===== config.mk =====
export PLATFORM = sky130hd
export DESIGN_NAME = elq_resq
export DESIGN_NICKNAME = d
export VERILOG_FILES = /design/src/hdl/elq_pkg.sv /design/src/hdl/elq_resq.sv
export SDC_FILE = /design/constraint.sdc
export NUM_CORES = 1
export LEC_CHECK = 0
export ABC_AREA = 1
export BUFFER_PORTS_ARGS = -buffer_cell sky130_fd_sc_hd__buf_2
export CORE_ASPECT_RATIO = 1.4
export CORE_MARGIN = 5
export CORE_UTILIZATION = 40
export DETAILED_ROUTE_END_ITERATION = 16
export GPL_TIMING_DRIVEN = 0
export PLACE_DENSITY = 0.64
export SETUP_SLACK_MARGIN = 0.15
export SLEW_MARGIN = 10
export SYNTH_ARGS = -nofsm -noshare
export SYNTH_HDL_FRONTEND = slang
export SYNTH_SLANG_ARGS = --single-unit

===== constraint.sdc =====
create_clock -name clk -period 17.4 [get_ports clk]
set_input_delay 1.74 -clock clk [delete_from_list [all_inputs] [get_ports clk]]
set_output_delay 1.74 -clock clk [all_outputs]
set_load 0.05 [all_outputs]

===== src/hdl/elq_pkg.sv =====
// Shared types and constants for the expiring line queue.
package elq_pkg;

  localparam int DEPTH   = 64;
  localparam int ADDR_W  = (DEPTH > 1) ? $clog2(DEPTH) : 1;
  localparam int CNT_W   = $clog2(DEPTH + 1);
  localparam int WORD_W  = 32;
  localparam int CAP_W   = 7;
  localparam int TOTAL_W = 7;
  localparam int IDX_W   = 6;
  localparam int STEP_W  = 31;
  localparam int OP_W    = 2;

  // Small queues between the stages
  localparam int QDEPTH  = 2;
  localparam int QPTR_W  = 1;
  localparam int QFILL_W = 2;

  localparam logic [CAP_W-1:0] CAP_RESET = CAP_W'(64);

  typedef enum logic [OP_W-1:0] {
    OP_PUSH    = 2'd0,
    OP_ADVANCE = 2'd1,
    OP_CLEAR   = 2'd2,
    OP_READ    = 2'd3
  } op_t;

  typedef struct packed {
    logic signed [WORD_W-1:0] start_x;
    logic signed [WORD_W-1:0] start_y;
    logic signed [WORD_W-1:0] start_z;
    logic signed [WORD_W-1:0] end_x;
    logic signed [WORD_W-1:0] end_y;
    logic signed [WORD_W-1:0] end_z;
    logic        [WORD_W-1:0] colour;
    logic signed [WORD_W-1:0] remain;
  } entry_t;

  localparam int ENTRY_W = $bits(entry_t);

  typedef struct packed {
    op_t               op;
    entry_t            entry;
    logic [STEP_W-1:0] step;
    logic [IDX_W-1:0]  idx;
  } cmd_t;

  typedef struct packed {
    logic               valid;
    entry_t             entry;
    logic [TOTAL_W-1:0] total;
    logic [WORD_W-1:0]  dropped;
  } res_t;

  typedef enum logic [1:0] {
    ST_IDLE,
    ST_READ_WAIT,
    ST_SWEEP
  } eng_state_t;

endpackage


===== src/hdl/elq_resq.sv =====
// Result queue: holds finished results until the receiver pops them.
module elq_resq (
  input  logic          clk,
  input  logic          rst_n,
  input  logic          res_push,
  input  elq_pkg::res_t res_in,
  output logic          res_full,
  input  logic          pop,
  output logic          empty,
  output elq_pkg::res_t res_out
);
  import elq_pkg::*;

  res_t               slots_r [QDEPTH];
  logic [QPTR_W-1:0]  wr_ptr_r, wr_ptr_nxt;
  logic [QPTR_W-1:0]  rd_ptr_r, rd_ptr_nxt;
  logic [QFILL_W-1:0] fill_r, fill_nxt;
  logic               wr;
  logic               rd;

  assign res_full = (fill_r == QFILL_W'(QDEPTH));
  assign empty    = (fill_r == '0);
  assign wr       = res_push && !res_full;
  assign rd       = pop && !empty;
  assign res_out  = slots_r[rd_ptr_r];

  always_comb begin
    wr_ptr_nxt = wr ? wr_ptr_r + QPTR_W'(1) : wr_ptr_r;
    rd_ptr_nxt = rd ? rd_ptr_r + QPTR_W'(1) : rd_ptr_r;
    fill_nxt   = fill_r + QFILL_W'(wr) - QFILL_W'(rd);
  end

  always_ff @(posedge clk) begin
    if (!rst_n) begin
      wr_ptr_r <= '0;
      rd_ptr_r <= '0;
      fill_r   <= '0;
    end else begin
      wr_ptr_r <= wr_ptr_nxt;
      rd_ptr_r <= rd_ptr_nxt;
      fill_r   <= fill_nxt;
    end
  end

  always_ff @(posedge clk) begin
    if (wr) begin
      slots_r[wr_ptr_r] <= res_in;
    end
  end

endmodule


* Word-level counts from Yosys, hierarchy flattened
Memory sizes are Yosys's and may differ from the RTL's. A register that Yosys moved wholly into a read port is not among the register bits.
Cells that the tools add are included.
** Storage, ports and cells
- Input port bits :: 300
- Bits in registers :: 4
- Output and inout port bits :: 298
- Logic and storage cells :: 18
- Memories :: 1
- Memory bits (writable) :: 592
** Cells by class
- Equality and inequality tests :: 1
- Add/sub/neg operators :: 4
- Multiplexer cells :: 4
- Reductions and logical operators :: 5
** Memory list
- slots_r :: words 2, bits a word 296, read ports 1, clocked after memory_dff 1, write ports 1, RTL line elq_resq.sv:14 : res_t slots_r [QDEPTH];
** Operator list (count)
- $mux 1 :: 4
- $add 1x1->1 const B :: 2
- $add 2x1->2 :: 1
- $eq 2x2->1 const B :: 1
- $logic_and 1x1->1 :: 2
- $logic_not 1->1 :: 2
- $logic_not 2->1 :: 1
- $sub 2x1->2 :: 1

* Longest topological paths before layout
Gate-level depths: netlist of run 1.
- Depth after elaboration :: 5
- Mapped depth :: 11
- Gate-level depth less buffers :: 11

* Least setup slack after synthesis of run 1
Ideal clock, no wire load.
- Kind :: input to register
- Start point :: in res_push
- End point :: mem slots_r[0][0] (netlist name), enable pin
- Stages :: 2
- Required time :: 16.442 ns
- Setup time :: 0.958 ns
- Arrival time :: 14.066 ns
- Path buffers :: 0
- Setup slack :: 2.376 ns
- Path through :: nand2_1 -> nor2_1
** On the way
- Longest elaborated chain between the ends :: 3
** Ends and longest elaborated chain
- start, declared :: RTL line elq_resq.sv:5 : input logic res_push,
- $logic_and 1x1->1 :: RTL line elq_resq.sv:23 : assign wr = res_push && !res_full;
- $mux 1 :: RTL line elq_resq.sv:46 : if (wr) begin
- $mux 1 (implied by the code) :: RTL line elq_resq.sv:47 : slots_r[wr_ptr_r] <= res_in;
- end, declared :: RTL line elq_resq.sv:14
No other way between the ends.

==> metrics.cfg, run 1 <==
[logic_synthesis]
synth_seq_cells=597
yosysSeqAreaShare_pct=79.1
synth_area_mm2=0.0226
synth_fp_nets=1261
synthCells=959
synth_area_per_cell_um2=23.6
yosysUniqueCellTypes=12
ys_warn_count=0

[floorplan]
io_pins=598
die-area_mm2=0.0614
start_util_pct=40.2
chipWidth_um=211
num_rows=103
core_area_mm2=0.0562
die_y_um=291

[critical_path]
crit_fanout=10
crit_required_ns=15.66
critical_path_buf_inv_count=4
critPathArrivalTime_ns=2.11
worstSetupPathType=reg -> out
slowest_delay_ns=0.33
crit_path_end_kind=primary output
crit_path_top_delay_cell=mux2_4
crit_top_cell=buf_6
crit_chain=buf_6, buf_6, buf_6, mux2_4, buf_2
critPathLaunchType=register
critical-path-top-delay-family=buffers and inverters

[pwr]
switching_share_pct=36.6
clkPwrFrac_pct=24.6
p_leak_uw=0.0112
pwr-share-seq_pct=38.8
power_density_mw_per_mm2=168
vdd_drop_max_uv=116
power.switching_uw=1760
pwr-share-comb_pct=36.6
p_int_uw=3060

[drt]
ant_nets=0
wl_met3_um=4650
vias=11200
top_layer=met5
postRouteWirelength_um=52000
met2_wirelength_um=28100
first_pass_iters=7
via_per_inst=4.64
drtIter0Drc=395
drc=0
wirelength_met1_um=17800
wl_per_cell_um=21.5

[clocking]
clock_latency_ns=0.59
cts-root-buf=clkbuf_16
holdBufCountCts=0
clk_path_buf_depth=3
cts_resized=0
cts.sinks=597
cts_tree=built
cts.htree.levels=2
clk_pin_slew_ns=0.06
post-cts-setup-buffer-count=0
numCtsBuffers=55

[status]
status=complete, no violations

[sta]
fmax_mhz=260
skew_ns=0.0155
setup-violations-final=0
fin_crit_ns=3.85
final_hold_viol_count=0
rsz0062_at_grt=no
post-route-period-util_pct=22.1
tightest_slew_ns=0.678
whs_ns=0.514
drv_slew=0
relSlewSlack_pct=54.8

[final_layout]
drive_above_1_share_pct=61.2
fillers=4638
final_nets=1929
syn2layout_area_growth_pct=26.8
finish.utilization_pct=51.0

[grt]
grt_usage_pct=16.2
grt_pass1_wl_um=75600
grt_pass1_vias=12300
grt.overflow.total=0
antenna_found_initial=21
grt_max_degree=114

[place]
place_congestion=0.761
hpwl_um=38500
io_buffers=597

[job]
maxCapViolCount=0

[hold_path]
hold_class=reg -> reg

[layer usage]
layer  global-route usage (%)  vias to the layer above
met4                     5.73                        8
met5                        0                        -
met2                     29.4                      427
met1                     17.3                     5543
li1                         -                     5174
met3                     5.90                       80
[synth_stat cells, drive strengths merged]
cell type	instances	area, um2
edfxtp	592	17800
mux2	296	4230
buf	33	340
inv	9	33.8
nand2	9	33.8
nor2	8	30.0
dfxtp	5	100
nand3	3	15.0
a21oi	2	10.0
ha	2	25.0
[metrics by stage]
step	cells	instance area, um2	setup WS (ns)	total power [uW]	TNS, ns
3_5_place_dp	2305	26800	13.29	3690	0
5_1_grt	2415	28600	13.43	5010	0
6_report	2420	28700	13.55	4820	0
4_1_cts	2405	28600	13.44	4890	0
2_1_floorplan	959	22600	2.38	3340	0
3_3_place_gp	2291	26500	-4.77	3780	-1398.34
[worst register-to-register path, cell delays in order, from the launching register on]
cell,delay (ns)
dfxtp_1,0.36
inv_1,0.06
nand2_1,0.11
nand2_1,0.12
nor2_4,0.50
buf_12,0.28
buf_16,0.21
buf_12,0.21
buf_12,0.22
buf_16,0.20
buf_16,0.17
[power groups by stage]
stage / combinational (uW) / sequential, uW / clock [uW]
after floorplan: 1360 / 1980 / 0
after global placement: 1740 / 2040 / 0
after detailed placement: 1790 / 1900 / 0
after CTS: 1790 / 1870 / 1220
after global routing: 1840 / 1880 / 1280
final: 1770 / 1870 / 1190
[cell type report]
class	instances	area [um2]	share of cell area, %
plain buffers	33	340	1.19
well taps	735	920	3.21
multi-input cells	320	4360	15.2
clock inverters	36	365	1.28
repair buffers	611	3310	11.5
inverters	9	41.3	0.144
flip-flops and latches	597	17900	62.4
diodes	15	37.5	0.131
clock buffers	64	1410	4.92
[placed cells by master, fill, tap and decap left out]
cell type	instances
buf_2	602
edfxtp_1	592
mux2_4	240
mux2_2	56
clkbuf_16	55
buf_6	28
diode_2	15
clkinv_1	11
clkinv_2	10
nand2_1	9
clkbuf_1	9
buf_12	9
inv_1	8
nor2_1	7
bufinv_16	7
dfxtp_1	5
clkinvlp_4	5
buf_16	5
nand3_1	3
a21oi_1	2
ha_1	2
inv_6	2
nor2_4	1
inv_8	1
clkinv_4	1
[kinds of logic (layout without fill, tap and decap cells)]
kind of cell    Yosys count  count (layout)  share of synthesized area [%]
fa+ha+maj                 2               2                          0.111
flops                   597             597                           79.1
compound gates            2               2                         0.0443
buf+inv                  42             753                           1.66
other cells               0              15                              0
simple gates             20              20                          0.349
mux                     296             296                           18.7
[state kept, by name, indices dropped and copies added, names as in the netlist, named ones only]
name	count
fill_r	2
rd_ptr_r	1
slots_r	592
wr_ptr_r	1
[path summary, 6_finish.rpt]
check,startpoint,to,slack [ns],cells after the start
setup reg to reg,fill_r[0]$_SDFF_PN0_,slots_r[0][81]$_DFFE_PP_,14.64,10
hold reg to reg,rd_ptr_r$_SDFFE_PN0P_,register,0.51,2
hold / removal,rd_ptr_r$_SDFFE_PN0P_,register,0.51,2
setup / recovery,register,res_out[220],13.55,5
No activity file was read; power rests on OpenSTA's default activity.
==> run 2: changes to the inputs <==
--- a/config.mk
+++ b/config.mk
@@ -5,7 +5,7 @@
 export SDC_FILE = /design/constraint.sdc
 export NUM_CORES = 1
 export LEC_CHECK = 0
-export ABC_AREA = 1
+export ABC_AREA = 0
 export BUFFER_PORTS_ARGS = -buffer_cell sky130_fd_sc_hd__buf_2
 export CORE_ASPECT_RATIO = 1.4
 export CORE_MARGIN = 5
==> constraint.sdc (replaced) <==
create_clock -name clk -period 3.56 [get_ports clk]
set_input_delay 0.356 -clock clk [delete_from_list [all_inputs] [get_ports clk]]
set_output_delay 0.356 -clock clk [all_outputs]
set_load 0.05 [all_outputs]
==> run 2 against run 1 <==
Effect of this change:
- largest cell class unchanged
- critical path type unchanged
- routed wire length rose by 6.2%
- largest power group is now combinational cells
- global-route usage rose by 1.1 points
- clock skew fell by 0.0034 ns
- synthesized cell count fell by 1.1%
- flip-flop and latch count did not move
- critical endpoint unchanged
- via count rose by 11%
==> metrics.cfg, run 2 <==
[clocking]
cts-root-buf=clkbuf_16
clk_path_buf_depth=3  ; unchanged
numCtsBuffers=56  ; +1.8%
holdBufCountCts=296  ; +296
cts.sinks=597  ; unchanged
clock_latency_ns=0.59  ; about the same
post-cts-setup-buffer-count=0  ; unchanged
clk_pin_slew_ns=0.06  ; about the same
cts.htree.levels=2  ; unchanged
cts_tree=built
cts_resized=0  ; unchanged

[drt]
postRouteWirelength_um=55200  ; +6.2%
vias=12400  ; +11%
wl_met3_um=3880  ; -17%
top_layer=met4
met2_wirelength_um=30000  ; +6.6%
first_pass_iters=4  ; -3
ant_nets=0  ; unchanged
via_per_inst=4.61  ; -0.68%
wl_per_cell_um=20.5  ; -4.8%
drc=0  ; unchanged
drtIter0Drc=482  ; +22%
wirelength_met1_um=19400  ; +9.0%

[place]
dp.cells=2298  ; -0.30%
io_buffers=597  ; unchanged
place_congestion=0.742  ; -2.5%
hpwl_um=38800  ; +0.88%

[logic_synthesis]
synthAdderAreaFrac_pct=0.111  ; about the same
yosysSeqAreaShare_pct=79.2  ; about the same
ys_warn_count=0  ; unchanged
synth_most_common_cell=edfxtp_1
synth_compound_gate_area_share_pct=0.0332  ; -0.011 points
synth_top_family_by_area=multiplexers
synthArstFlopShare_pct=0  ; unchanged
synthMuxAreaShare_pct=18.8  ; +0.056 points
synthXorXnorAreaFrac_pct=0.0776  ; +0.078 points
ys_top_cells_by_area=edfxtp_1 (79%), mux2_4 (16%), mux2_2 (2.8%), buf_6 (1.4%), dfxtp_1 (0.44%)
synth_area_leader_cell=edfxtp_1
synth-edff-count=592  ; unchanged
ys.flop_type=edfxtp_1
synth_common_cells=edfxtp_1 (592), mux2_4 (240), mux2_2 (56)
synth_area_mm2=0.0226  ; about the same
synth_area_per_cell_um2=23.8  ; +1.1%
yosysUniqueCellTypes=18  ; +6
synth_seq_cells=597  ; unchanged
synthCells=948  ; -1.1%
synth_fp_nets=1250  ; -0.87%
netlist.area_leader.share_pct=78.7  ; about the same
synth_simple_gate_area_share_pct=0.277  ; -0.072 points

[pwr]
p_int_uw=16100  ; +430%
clkPwrFrac_pct=23.5  ; -1.1 points
power.switching_uw=9910  ; +460%
p_leak_uw=0.0125  ; +12%
vdd_drop_max_uv=635  ; +450%
pwr-share-comb_pct=40.8  ; +4.2 points
pwr-share-seq_pct=35.8  ; -3.0 points
total_power_uw=26000  ; +440%
switching_share_pct=38.1  ; +1.5 points
power_density_mw_per_mm2=818  ; +390%

[critical_path]
slowest_delay_ns=0.32  ; about the same
crit_chain=buf_6, buf_6, buf_6, mux2_4, buf_2
crit_required_ns=3.20  ; -12.46 ns
critical_path_buf_inv_count=4  ; unchanged
critPathLaunchType=register
critPathArrivalTime_ns=2.11  ; about the same
worstSetupPathType=reg -> out
crit_fanout=10  ; unchanged
crit_path_top_delay_cell=dfxtp_1
crit_top_cell=buf_6
critical-path-top-delay-family=buffers and inverters
crit_path_end_kind=primary output

[final_layout]
largest_reg_flops=592  ; unchanged
final_common_cell=buf_2
final_cells=2700  ; +12%
finish.utilization_pct=56.7  ; +5.7 points
drive_above_1_share_pct=52.8  ; -8.4 points
syn2layout_area_growth_pct=41.0
top_register=slots_r
final_nets=2220  ; +15%
final_cell_mix=buf_2 (602), edfxtp_1 (592), dlygate4sd3_1 (297), mux2_4 (240), clkbuf_16 (57)
top_regs=slots_r x592, fill_r x2

[sta]
skew_ns=0.0121  ; -0.00336 ns
rsz0062_at_grt=no
final_hold_viol_count=0  ; unchanged
fmax_mhz=405
tightest_slew_ns=0.854  ; +0.176 ns
relSlewSlack_pct=43.0  ; -12 points
fin_crit_ns=2.47
setup-violations-final=0  ; unchanged
post-route-period-util_pct=69.3
drv_slew=0  ; unchanged
whs_ns=0.121  ; -0.392 ns

[grt]
grt_pass1_wl_um=81900  ; +8.3%
grt_usage_pct=17.3  ; +1.1 points
antenna_found_initial=4  ; -81%
grt_pass1_vias=13900  ; +13%
grt_max_degree=60  ; -47%
grt.overflow.total=0  ; unchanged

[status]
status=complete, no violations

[floorplan]
num_rows=103  ; unchanged
start_util_pct=40.2  ; about the same
die-area_mm2=0.0614  ; about the same
io_pins=598  ; unchanged
chipWidth_um=211  ; about the same
core_area_mm2=0.0562  ; unchanged
die_y_um=291  ; about the same

[hold_path]
hold_class=in -> reg

[job]
maxCapViolCount=0  ; unchanged

run 2: cell type report:
type / count / area (um2)
fill: 4228 / 24300
clock buffer: 65 / 1460
buffer: 33 / 340
tap: 735 / 920
sequential: 597 / 17900
clock inverter: 36 / 439
antenna: 4 / 10.0
multi-input combinational: 315 / 4380
inverter: 3 / 11.3
timing repair buffer: 912 / 6400
run 2: per-layer routing:
metal,GRT usage [%],up-vias
met5,0,-
met4,6.09,0
met3,4.79,93
met2,32.5,445
met1,18.5,6172
li1,-,5736
run 2: cells by family after synthesis:
kind of cell | after synthesis
buf+inv | 36
mux | 297
simple gates | 13
xor+xnor | 2
flops | 597
compound gates | 1
fa+ha+maj | 2
run 2: path summary, 6_finish.rpt:
kind                         start                   endpoint  slack, ns  depth (start not counted)
max                       register               res_out[220]       1.09                          5
min reg2reg  wr_ptr_r$_SDFFE_PN0P_      wr_ptr_r$_SDFFE_PN0P_       0.54                          2
min                       res_push      wr_ptr_r$_SDFFE_PN0P_       0.12                          3
max reg2reg   fill_r[0]$_SDFF_PN0_  slots_r[1][244]$_DFFE_PP_       1.25                          4
run 2: worst reg2reg max path: stages (launching register included):
cell and delay (ns):
dfxtp_2 0.35, nand2b_4 0.15, and3_4 0.77, buf_16 0.35
buf_16 0.34
run 2: power by group through the flow:
stage | registers [uW] | logic [uW] | clock network, uW
final | 9310 | 10600 | 6110
after global routing | 9390 | 11000 | 6590
after CTS | 9310 | 10700 | 6290
after detailed placement | 9460 | 10400 | 0
after global placement | 9720 | 10100 | 0
after floorplan | 9560 | 7950 | 0
run 2: stage by stage:
| step | instance area [um2] | setup TNS [ns] | setup WS (ns) |
|---|---|---|---|
| after global placement | 26500 | -2166.18 | -4.32 |
| after CTS | 31800 | 0 | 0.983 |
| after floorplan | 22600 | -804.06 | -1.75 |
| after global routing | 31800 | 0 | 0.959 |
| after detailed placement | 27000 | 0 | 1.20 |
| final | 31800 | 0 | 1.09 |
