File: src/hdl/elq_pkg.sv
// Shared types and constants for the expiring line queue.
package elq_pkg;

  localparam int DEPTH   = 64;
  localparam int ADDR_W  = (DEPTH > 1) ? $clog2(DEPTH) : 1;
  localparam int CNT_W   = $clog2(DEPTH + 1);
  localparam int WORD_W  = 32;
  localparam int CAP_W   = 7;
  localparam int TOTAL_W = 7;
  localparam int IDX_W   = 6;
  localparam int STEP_W  = 31;
  localparam int OP_W    = 2;

  // Small queues between the stages
  localparam int QDEPTH  = 2;
  localparam int QPTR_W  = 1;
  localparam int QFILL_W = 2;

  localparam logic [CAP_W-1:0] CAP_RESET = CAP_W'(64);

  typedef enum logic [OP_W-1:0] {
    OP_PUSH    = 2'd0,
    OP_ADVANCE = 2'd1,
    OP_CLEAR   = 2'd2,
    OP_READ    = 2'd3
  } op_t;

  typedef struct packed {
    logic signed [WORD_W-1:0] start_x;
    logic signed [WORD_W-1:0] start_y;
    logic signed [WORD_W-1:0] start_z;
    logic signed [WORD_W-1:0] end_x;
    logic signed [WORD_W-1:0] end_y;
    logic signed [WORD_W-1:0] end_z;
    logic        [WORD_W-1:0] colour;
    logic signed [WORD_W-1:0] remain;
  } entry_t;

  localparam int ENTRY_W = $bits(entry_t);

  typedef struct packed {
    op_t               op;
    entry_t            entry;
    logic [STEP_W-1:0] step;
    logic [IDX_W-1:0]  idx;
  } cmd_t;

  typedef struct packed {
    logic               valid;
    entry_t             entry;
    logic [TOTAL_W-1:0] total;
    logic [WORD_W-1:0]  dropped;
  } res_t;

  typedef enum logic [1:0] {
    ST_IDLE,
    ST_READ_WAIT,
    ST_SWEEP
  } eng_state_t;

endpackage

File: src/hdl/elq_front.sv
// Front end: accepts ops, decodes them and holds them in a short command queue.
module elq_front (
  input  logic                          clk,
  input  logic                          rst_n,
  input  logic                          push,
  output logic                          full,
  input  logic [elq_pkg::OP_W-1:0]      in_op,
  input  logic signed [31:0]            in_start_x,
  input  logic signed [31:0]            in_start_y,
  input  logic signed [31:0]            in_start_z,
  input  logic signed [31:0]            in_end_x,
  input  logic signed [31:0]            in_end_y,
  input  logic signed [31:0]            in_end_z,
  input  logic [31:0]                   in_colour,
  input  logic signed [31:0]            in_lifetime,
  input  logic [elq_pkg::STEP_W-1:0]    in_time_step,
  input  logic [elq_pkg::IDX_W-1:0]     in_read_index,
  output elq_pkg::cmd_t                 cmd,
  output logic                          cmd_avail,
  input  logic                          cmd_take
);
  import elq_pkg::*;

  cmd_t               slots_r [QDEPTH];
  logic [QPTR_W-1:0]  wr_ptr_r, wr_ptr_nxt;
  logic [QPTR_W-1:0]  rd_ptr_r, rd_ptr_nxt;
  logic [QFILL_W-1:0] fill_r, fill_nxt;
  logic               accept;
  logic               take;
  cmd_t               dec;

  assign full      = (fill_r == QFILL_W'(QDEPTH));
  assign accept    = push && !full;
  assign cmd_avail = (fill_r != '0);
  assign take      = cmd_take && cmd_avail;
  assign cmd       = slots_r[rd_ptr_r];

  // Decode into a command word
  always_comb begin
    dec.op           = op_t'(in_op);
    dec.entry.start_x = in_start_x;
    dec.entry.start_y = in_start_y;
    dec.entry.start_z = in_start_z;
    dec.entry.end_x   = in_end_x;
    dec.entry.end_y   = in_end_y;
    dec.entry.end_z   = in_end_z;
    dec.entry.colour  = in_colour;
    dec.entry.remain  = in_lifetime;
    dec.step         = in_time_step;
    dec.idx          = in_read_index;
  end

  always_comb begin
    wr_ptr_nxt = accept ? wr_ptr_r + QPTR_W'(1) : wr_ptr_r;
    rd_ptr_nxt = take ? rd_ptr_r + QPTR_W'(1) : rd_ptr_r;
    fill_nxt   = fill_r + QFILL_W'(accept) - QFILL_W'(take);
  end

  always_ff @(posedge clk) begin
    if (!rst_n) begin
      wr_ptr_r <= '0;
      rd_ptr_r <= '0;
      fill_r   <= '0;
    end else begin
      wr_ptr_r <= wr_ptr_nxt;
      rd_ptr_r <= rd_ptr_nxt;
      fill_r   <= fill_nxt;
    end
  end

  always_ff @(posedge clk) begin
    if (accept) begin
      slots_r[wr_ptr_r] <= dec;
    end
  end

endmodule

File: config.mk
export PLATFORM = sky130hd
export DESIGN_NAME = elq_front
export DESIGN_NICKNAME = d
export VERILOG_FILES = /design/src/hdl/elq_pkg.sv /design/src/hdl/elq_front.sv
export SDC_FILE = /design/constraint.sdc
export NUM_CORES = 1
export LEC_CHECK = 0
export BUFFER_PORTS_ARGS = -buffer_cell sky130_fd_sc_hd__buf_2
export CAP_MARGIN = 20
export CORE_AREA = 2 2 233 235
export DETAILED_ROUTE_END_ITERATION = 10
export DIE_AREA = 0 0 235 237
export RECOVER_POWER = 25
export REMOVE_ABC_BUFFERS = 1
export SYNTH_ARGS = -nofsm -noshare
export SYNTH_HDL_FRONTEND = slang
export SYNTH_SLANG_ARGS = --single-unit
export TNS_END_PERCENT = 100
File: constraint.sdc
create_clock -name clk -period 21.5 [get_ports clk]
set_input_delay 4.3 -clock clk [delete_from_list [all_inputs] [get_ports clk]]
set_output_delay 4.3 -clock clk [all_outputs]
set_load 0.02 [all_outputs]
* Word level (Yosys, flattened, before mapping)
Memory sizes are Yosys's and may differ from the RTL's. A register that Yosys moved wholly into a read port is not among the register bits.
Index checks and enable logic that the tools add are counted.
** Word-level totals
- RAM bits :: 590
- Output and inout bits :: 297
- Logic and storage cells :: 17
- Input bits :: 299
- Register bits :: 4
- Memories :: 1
** Operators by class
- $add $sub $neg :: 4
- Mux-type cells :: 4
- Eq/ne operators :: 1
- Reduce and logical (&&, ||, !) cells :: 4
** Memories
- slots_r :: words 2, width 295, rd ports 1, clocked after Yosys merged registers in 1, write ports 1, RTL line elq_front.sv:24 : cmd_t slots_r [QDEPTH];
** Operators with widths (count)
- 2-to-1 mux 1 bit :: 4
- adder 1 bit (second input constant) :: 2
- adder 2 x 1 -> 2 bit :: 1
- == test 2 bit (second input constant) :: 1
- logical AND 1 bit :: 2
- nonzero test 2 bit :: 1
- subtractor 2 x 1 -> 2 bit :: 1
- logical NOT 1 bit :: 1

* Longest topological paths before layout
Gate-level depths: netlist (run 1).
- Depth after elaboration :: 5
- Mapped depth :: 8
- Mapped depth without buffers :: 8

* Least setup slack after synthesis (run 1)
No wires, ideal clock.
- Path type :: input port to flip-flop
- Start point :: in push
- End point :: mem slots_r[0][0] (netlist name) (enable)
- Buffers on the path :: 0
- Slack :: 3.935 ns
- Data arrival time :: 16.608 ns
- Required time :: 20.543 ns
- Stages :: 2
- Setup time :: 0.957 ns
- Cell sequence :: nand2_1 > nor2_1
** Between the ends
- Cells in the longest elaborated chain, start to end :: 3
** Ends and longest elaborated chain
- start, declared :: RTL line elq_front.sv:5 : input logic push,
- logical AND 1 bit :: RTL line elq_front.sv:33 : assign accept = push && !full;
- 2-to-1 mux 1 bit :: RTL line elq_front.sv:72 : if (accept) begin
- 2-to-1 mux 1 bit (implied by the code) :: RTL line elq_front.sv:73 : slots_r[wr_ptr_r] <= dec;
- end, declared :: RTL line elq_front.sv:24
No other way between the ends.

==> impl_metrics.env, run 1 <==
export IMPL_syn_inst=945
export IMPL_die_y_microns=237
export IMPL_max_cap_violations=0
export IMPL_rrSetupSlack_ps=17960
export IMPL_tightestPinTransition_ps=1160
export IMPL_cts_tree="yes"
export IMPL_grtUsageTotal_pct=16.6
export IMPL_async_flop_share_pct=0
export IMPL_routabilityCongestion=0.776
export IMPL_hold_buffers=0
export IMPL_dp_hpwl_microns=33300
export IMPL_final_max_slew_viol_count=0
export IMPL_grt_pass1_wl_microns=69700
export IMPL_vias=11100
export IMPL_p_int_mw=2.42
export IMPL_cp_cell_sequence="buf_12, mux2_2, buf_2"
export IMPL_nets=1882
export IMPL_layout_drive_gt1_share_pct=57.2
export IMPL_slowest_stage="dfxtp_4"
export IMPL_skew_ps=13.2
export IMPL_post_route_util_pct=50.9
export IMPL_fin_crit_ps=7470
export IMPL_start_kind="flop"
export IMPL_setup_viol=0
export IMPL_cts_setup_buffers=0
export IMPL_grt_max_degree=169
export IMPL_ys_types=20
export IMPL_cp_end_kind="output port"
export IMPL_wl_per_cell_microns=21.1
export IMPL_die_x_microns=235
export IMPL_root_buffer="clkbuf_16"
export IMPL_yosysTopAreaCell="edfxtp_1"
export IMPL_grt_pass1_vias=11500
export IMPL_drt_iter0_markers=573
export IMPL_cts_buffers=60
export IMPL_ys_top_cells_by_count="edfxtp_1, mux2_2, buf_6"
export IMPL_clock_latency_ps=600
export IMPL_synth_area_leaders="edfxtp_1, mux2_2, buf_6, mux2_4, dfxtp_1"
export IMPL_synthFlopType="edfxtp_1"
export IMPL_period_share_pct=34.7
export IMPL_netlist_area_sq_mm=0.0217
export IMPL_crit_buf_inv=2
export IMPL_worstPathRequired_ps=17200
export IMPL_die_area_sq_mm=0.0557
export IMPL_fin_setup_tns_ps=0
export IMPL_vias_per_cell=4.78
export IMPL_ys_warn_count=0
export IMPL_gr_total_overflow=0
export IMPL_slew_headroom_pct=22.5
export IMPL_crit_path_end="cmd[112]"
export IMPL_regToRegEndpoint="slots_r[0][195]"
export IMPL_synth_edf_count=590
export IMPL_io_pins=596
export IMPL_clkSinkCount=595
export IMPL_fp_row_count=85
export IMPL_ys_seq_area_share_pct=82.1
export IMPL_rr_worst_depth=6
export IMPL_power_share_combinational_pct=28.9
export IMPL_p_leak_nw=9.92
export IMPL_drt_pass1_iterations=4
export IMPL_clock_fmax_mhz=134
export IMPL_crit_fanout=142
export IMPL_gr_usage_met3_pct=6.14
export IMPL_timing_rr_start="fill_r[0]"
export IMPL_grt_use_met2_pct=28.5
export IMPL_htreeDepth=2
export IMPL_path_clk_slew_ps=60
export IMPL_synth_seq_cells=595
export IMPL_crit_family="flip-flops"
export IMPL_yosysMostFrequentCell="edfxtp_1"
export IMPL_top_usage_layer="met2"
export IMPL_grtUsageMet1_pct=19.3
export IMPL_wirelength_microns=49100
export IMPL_swShare_pct=31.3
export IMPL_postRouteAntennaNets=0
export IMPL_pwr_share_clk_pct=27.1
export IMPL_rsz0062_at_grt="no"
export IMPL_p_sw_mw=1.11
export IMPL_io_buffer_count=595
export IMPL_cp_num_cells=3
export IMPL_seqPwrFrac_pct=44.0
export IMPL_core_area_sq_mm=0.0533
export IMPL_avgSynthCellArea_sq_um=23.0
export IMPL_start_util_pct=40.7
export IMPL_antenna_found_initial=15
export IMPL_hold_violations=0
export IMPL_cts_resized=0
export IMPL_critPathKind="flop to output port"
export IMPL_syn2layout_area_growth_pct=25.0
export IMPL_synth_top_area_share_pct=81.7
export IMPL_min_path_type="flop to flop"
export IMPL_cts_buffer_depth=3
export IMPL_status="finished, final reports clean"
export IMPL_max_stage_delay_ps=990
export IMPL_power_density_mw_per_mm2=130
export IMPL_worstPathArrival_ps=3170
export IMPL_irDropWorstVdd_uv=81.6
export IMPL_remaining_drc_errors=0
-- how the worst min path moves through the flow --
stage / startpoint / end / cells past startpoint
final: rd_ptr_r / rd_ptr_r / 2
after global routing: rd_ptr_r / rd_ptr_r / 2
after CTS: rd_ptr_r / rd_ptr_r / 2
after detailed placement: rd_ptr_r / rd_ptr_r / 2
after global placement: rd_ptr_r / rd_ptr_r / 2
after floorplan: wr_ptr_r / wr_ptr_r / 2
-- through the flow --
| stage | power, mW | cell area [sq um] | std cells | setup slack, ps | hold WS (ps) |
|---|---|---|---|---|---|
| 4_1_cts | 3.57 | 27200 | 2321 | 14020 | 521 |
| 6_report | 3.53 | 27100 | 2329 | 14030 | 524 |
| 2_1_floorplan | 2.38 | 21400 | 912 | 3930 | 455 |
| 3_5_place_dp | 2.61 | 25400 | 2215 | 14080 | 509 |
| 3_3_place_gp | 2.60 | 25300 | 2212 | 13660 | 504 |
| 5_1_grt | 3.67 | 27100 | 2326 | 13940 | 531 |
-- sequential cells by signal (all words and copies together), names as in the netlist, named ones only --
| register | flops |
|---|---|
| rd_ptr_r | 1 |
| slots_r | 590 |
| wr_ptr_r | 1 |
| fill_r | 2 |
-- power by group through the flow --
stage / sequential [mW] / clock (mW) / combinational, mW
after global routing: 1.57 / 1.02 / 1.07
after CTS: 1.56 / 0.982 / 1.04
final: 1.55 / 0.957 / 1.02
after floorplan: 1.69 / 0 / 0.690
after global placement: 1.57 / 0 / 1.03
after detailed placement: 1.58 / 0 / 1.03
-- cell usage in the layout (no fill, tap or decap), types with 3 or more instances in the layout --
master	instances
clkbuf_16	61
clkinv_1	15
clkinv_2	12
buf_4	7
inv_1	3
mux2_2	274
dfxtp_1	4
clkbuf_1	67
diode_2	8
clkinvlp_4	6
nor2_1	3
buf_2	537
mux2_4	20
buf_12	3
edfxtp_1	590
-- cell families (layout without fill, tap and decap cells) --
group	Yosys count	in the layout	synth area share, %
compound gates	1	1	0.0346
fa+ha+maj	2	2	0.115
xor+xnor	2	2	0.0807
flops	595	595	82.1
mux	296	296	15.7
simple gates	13	13	0.300
other cells	0	8	0
buf+inv	36	716	1.65
-- final cells by class --
cell class	instances	area, sq um
timing repair buffer	607	3070
tap	696	871
clock inverter	36	230
antenna	8	20.0
fill	4449	26200
sequential	595	17800
inverter	3	11.3
clock buffer	70	1560
multi-input combinational	314	3530
-- per-layer routing --
layer	vias up	routed length, microns
li1	5055	-
met1	5586	18800
met2	373	25200
met3	96	3770
met4	14	1200
met5	-	90
-- worst register-to-register path, stage by stage, from the launching register on --
cell,delay [ps]
dfxtp_1,360
nand2b_1,180
nand2_1,180
nor2_4,400
buf_12,260
buf_4,840
buf_4,890
Note: power is estimated with default switching activity, not from simulation.
==> run 2: changes to the inputs <==
==> constraint.sdc (replaced) <==
create_clock -name clk -period 6.9 [get_ports clk]
set_input_delay 1.38 -clock clk [delete_from_list [all_inputs] [get_ports clk]]
set_output_delay 1.38 -clock clk [all_outputs]
set_load 0.02 [all_outputs]
==> run 2 against run 1 <==
Against the previous run:
- critical path depth did not move
- sequential share of layout area grew 0.25 points
- core utilization is 0.19 points lower
- non-clock buffer count shrank 6
- routed wire length decreased by 1.8%
- clock skew shrank 4.3 ps
- global-route usage is 0.11 points lower
- clock power rose to 3.0 times the previous value
- setup slack lost 11000 ps
- count of clock-buffer cells in the layout grew 6
- design area is 0.37% lower
- die area unchanged
- critical endpoint is now cmd[138]
==> impl_metrics.env, run 2 (synthesized netlist as in run 1, its figures left out) <==
export IMPL_status="finished, final reports clean"
export IMPL_fin_crit_ps=3770
export IMPL_htreeDepth=2
export IMPL_path_clk_slew_ps=60
export IMPL_hold_slack_ps=537
export IMPL_max_stage_delay_ps=460
export IMPL_cts_tree="yes"
export IMPL_period_share_pct=54.7
export IMPL_wl_per_cell_microns=20.8
export IMPL_root_buffer="clkbuf_16"
export IMPL_grtUsageTotal_pct=16.5
export IMPL_io_pins=596
export IMPL_layout_drive_gt1_share_pct=57.2
export IMPL_dp_hpwl_microns=31900
export IMPL_rrSetupSlack_ps=4450
export IMPL_cp_end_kind="output port"
export IMPL_tightestPinTransition_ps=1110
export IMPL_die_area_sq_mm=0.0557
export IMPL_critPathKind="flop to output port"
export IMPL_remaining_drc_errors=0
export IMPL_vias=11000
export IMPL_pwr_share_clk_pct=26.6
export IMPL_seq_area_sq_mm=0.0178
export IMPL_die_x_microns=235
export IMPL_timing_final_ws_setup_ps=3130
export IMPL_crit_fanout=150
export IMPL_max_cap_violations=0
export IMPL_final_cell_mix="edfxtp_1, buf_2, mux2_2"
export IMPL_clock_latency_ps=590
export IMPL_antenna_found_initial=14
export IMPL_p_leak_nw=9.88
export IMPL_hold_violations=0
export IMPL_worstPathRequired_ps=5520
export IMPL_hold_buffers=0
export IMPL_swShare_pct=31.0
export IMPL_min_path_type="flop to flop"
export IMPL_rsz0062_at_grt="no"
export IMPL_regToRegEndpoint="slots_r[1][50]"
export IMPL_reg_top3="slots_r (590), fill_r (2)"
export IMPL_cts_setup_buffers=0
export IMPL_wirelength_microns=48200
export IMPL_whs_path_depth=2
export IMPL_fp_row_count=85
export IMPL_power_density_mw_per_mm2=402
export IMPL_multi_input_area_sq_mm=0.00353
export IMPL_drt_iter0_markers=507
export IMPL_timing_rr_start="fill_r[0]"
export IMPL_final_common_cell="edfxtp_1"
export IMPL_crit_family="buffers and inverters"
export IMPL_start_util_pct=40.7
export IMPL_grt_pass1_vias=11300
export IMPL_io_buffer_count=595
export IMPL_cts_resized=0
export IMPL_cp_cell_sequence="buf_12, mux2_2, buf_2"
export IMPL_fin_total_pwr_mw=10.9
export IMPL_routabilityCongestion=0.774
export IMPL_start_kind="flop"
export IMPL_syn2layout_area_growth_pct=24.5
export IMPL_clock_fmax_mhz=265
export IMPL_crit_buf_inv=2
export IMPL_die_y_microns=237
export IMPL_clkSinkCount=595
export IMPL_power_share_combinational_pct=29.4
export IMPL_setup_viol=0
export IMPL_largest_register="slots_r"
export IMPL_grt_pass1_wl_microns=69100
export IMPL_final_max_slew_viol_count=0
export IMPL_cts_buffer_depth=3
export IMPL_worstPathArrival_ps=2390
export IMPL_postRouteAntennaNets=0
export IMPL_post_route_util_pct=50.7
export IMPL_largest_reg_flops=590
export IMPL_slew_headroom_pct=26.1
export IMPL_p_int_mw=7.50
export IMPL_gr_total_overflow=0
export IMPL_cts_buffers=60
export IMPL_fillers=4408
export IMPL_irDropWorstVdd_uv=436
export IMPL_place_ws_ps=3690
export IMPL_core_area_sq_mm=0.0533
export IMPL_drt_pass1_iterations=4
export IMPL_slowest_stage="buf_12"
export IMPL_hp_start="rd_ptr_r"
export IMPL_p_sw_mw=3.37
export IMPL_nets=1876
export IMPL_rr_worst_depth=3
export IMPL_grt_max_degree=161
export IMPL_skew_ps=8.91
export IMPL_vias_per_cell=4.76
export IMPL_seqPwrFrac_pct=44.0
[run 2: cell type report]
| type | count | area share, % |
|---|---|---|
| diodes | 10 | 0.0926 |
| clock buffers | 76 | 5.86 |
| clock inverters | 24 | 0.495 |
| inverters | 3 | 0.0417 |
| multi-input cells | 314 | 13.1 |
| flip-flops and latches | 595 | 66.0 |
| well taps | 696 | 3.22 |
| repair buffers | 601 | 11.3 |
[run 2: stage by stage]
stage | TNS (ps) | area, sq um | instances
after floorplan | -3615680 | 21400 | 912
after global placement | 0 | 25300 | 2209
after detailed placement | 0 | 25300 | 2209
after CTS | 0 | 27100 | 2309
after global routing | 0 | 27000 | 2315
final | 0 | 27000 | 2319
[run 2: layer usage]
| layer | routed length (microns) | track usage (%) | vias up |
|---|---|---|---|
| li1 | - | - | 5049 |
| met1 | 17800 | 18.4 | 5517 |
| met2 | 25000 | 28.8 | 370 |
| met3 | 4160 | 6.45 | 90 |
| met4 | 1140 | 5.52 | 10 |
| met5 | 64 | 0 | - |
[run 2: how the worst max path moves through the flow]
stage	start	endpoint	slack, ps	depth (start not counted)
global route	flop	cmd[249]	3060	3
CTS	flop	cmd[139]	3150	3
floorplan	push	slots_r[0][0]	-7750	2
global placement	push	slots_r[1][12]	3690	3
finish	flop	cmd[138]	3130	3
detailed placement	push	slots_r[1][251]	3690	3
[run 2: worst min-delay path, stage by stage (launching register included)]
cell and delay [ps]:
dfxtp_1 340, xnor2_1 90, nor2_1 80
[run 2: power by group through the flow]
stage | Clock [mW] | Sequential [mW] | Combinational (mW)
floorplan | 0 | 5.26 | 2.15
global placement | 0 | 4.83 | 3.25
detailed placement | 0 | 4.86 | 3.25
CTS | 2.97 | 4.79 | 3.26
global route | 3.12 | 4.83 | 3.38
finish | 2.89 | 4.78 | 3.20
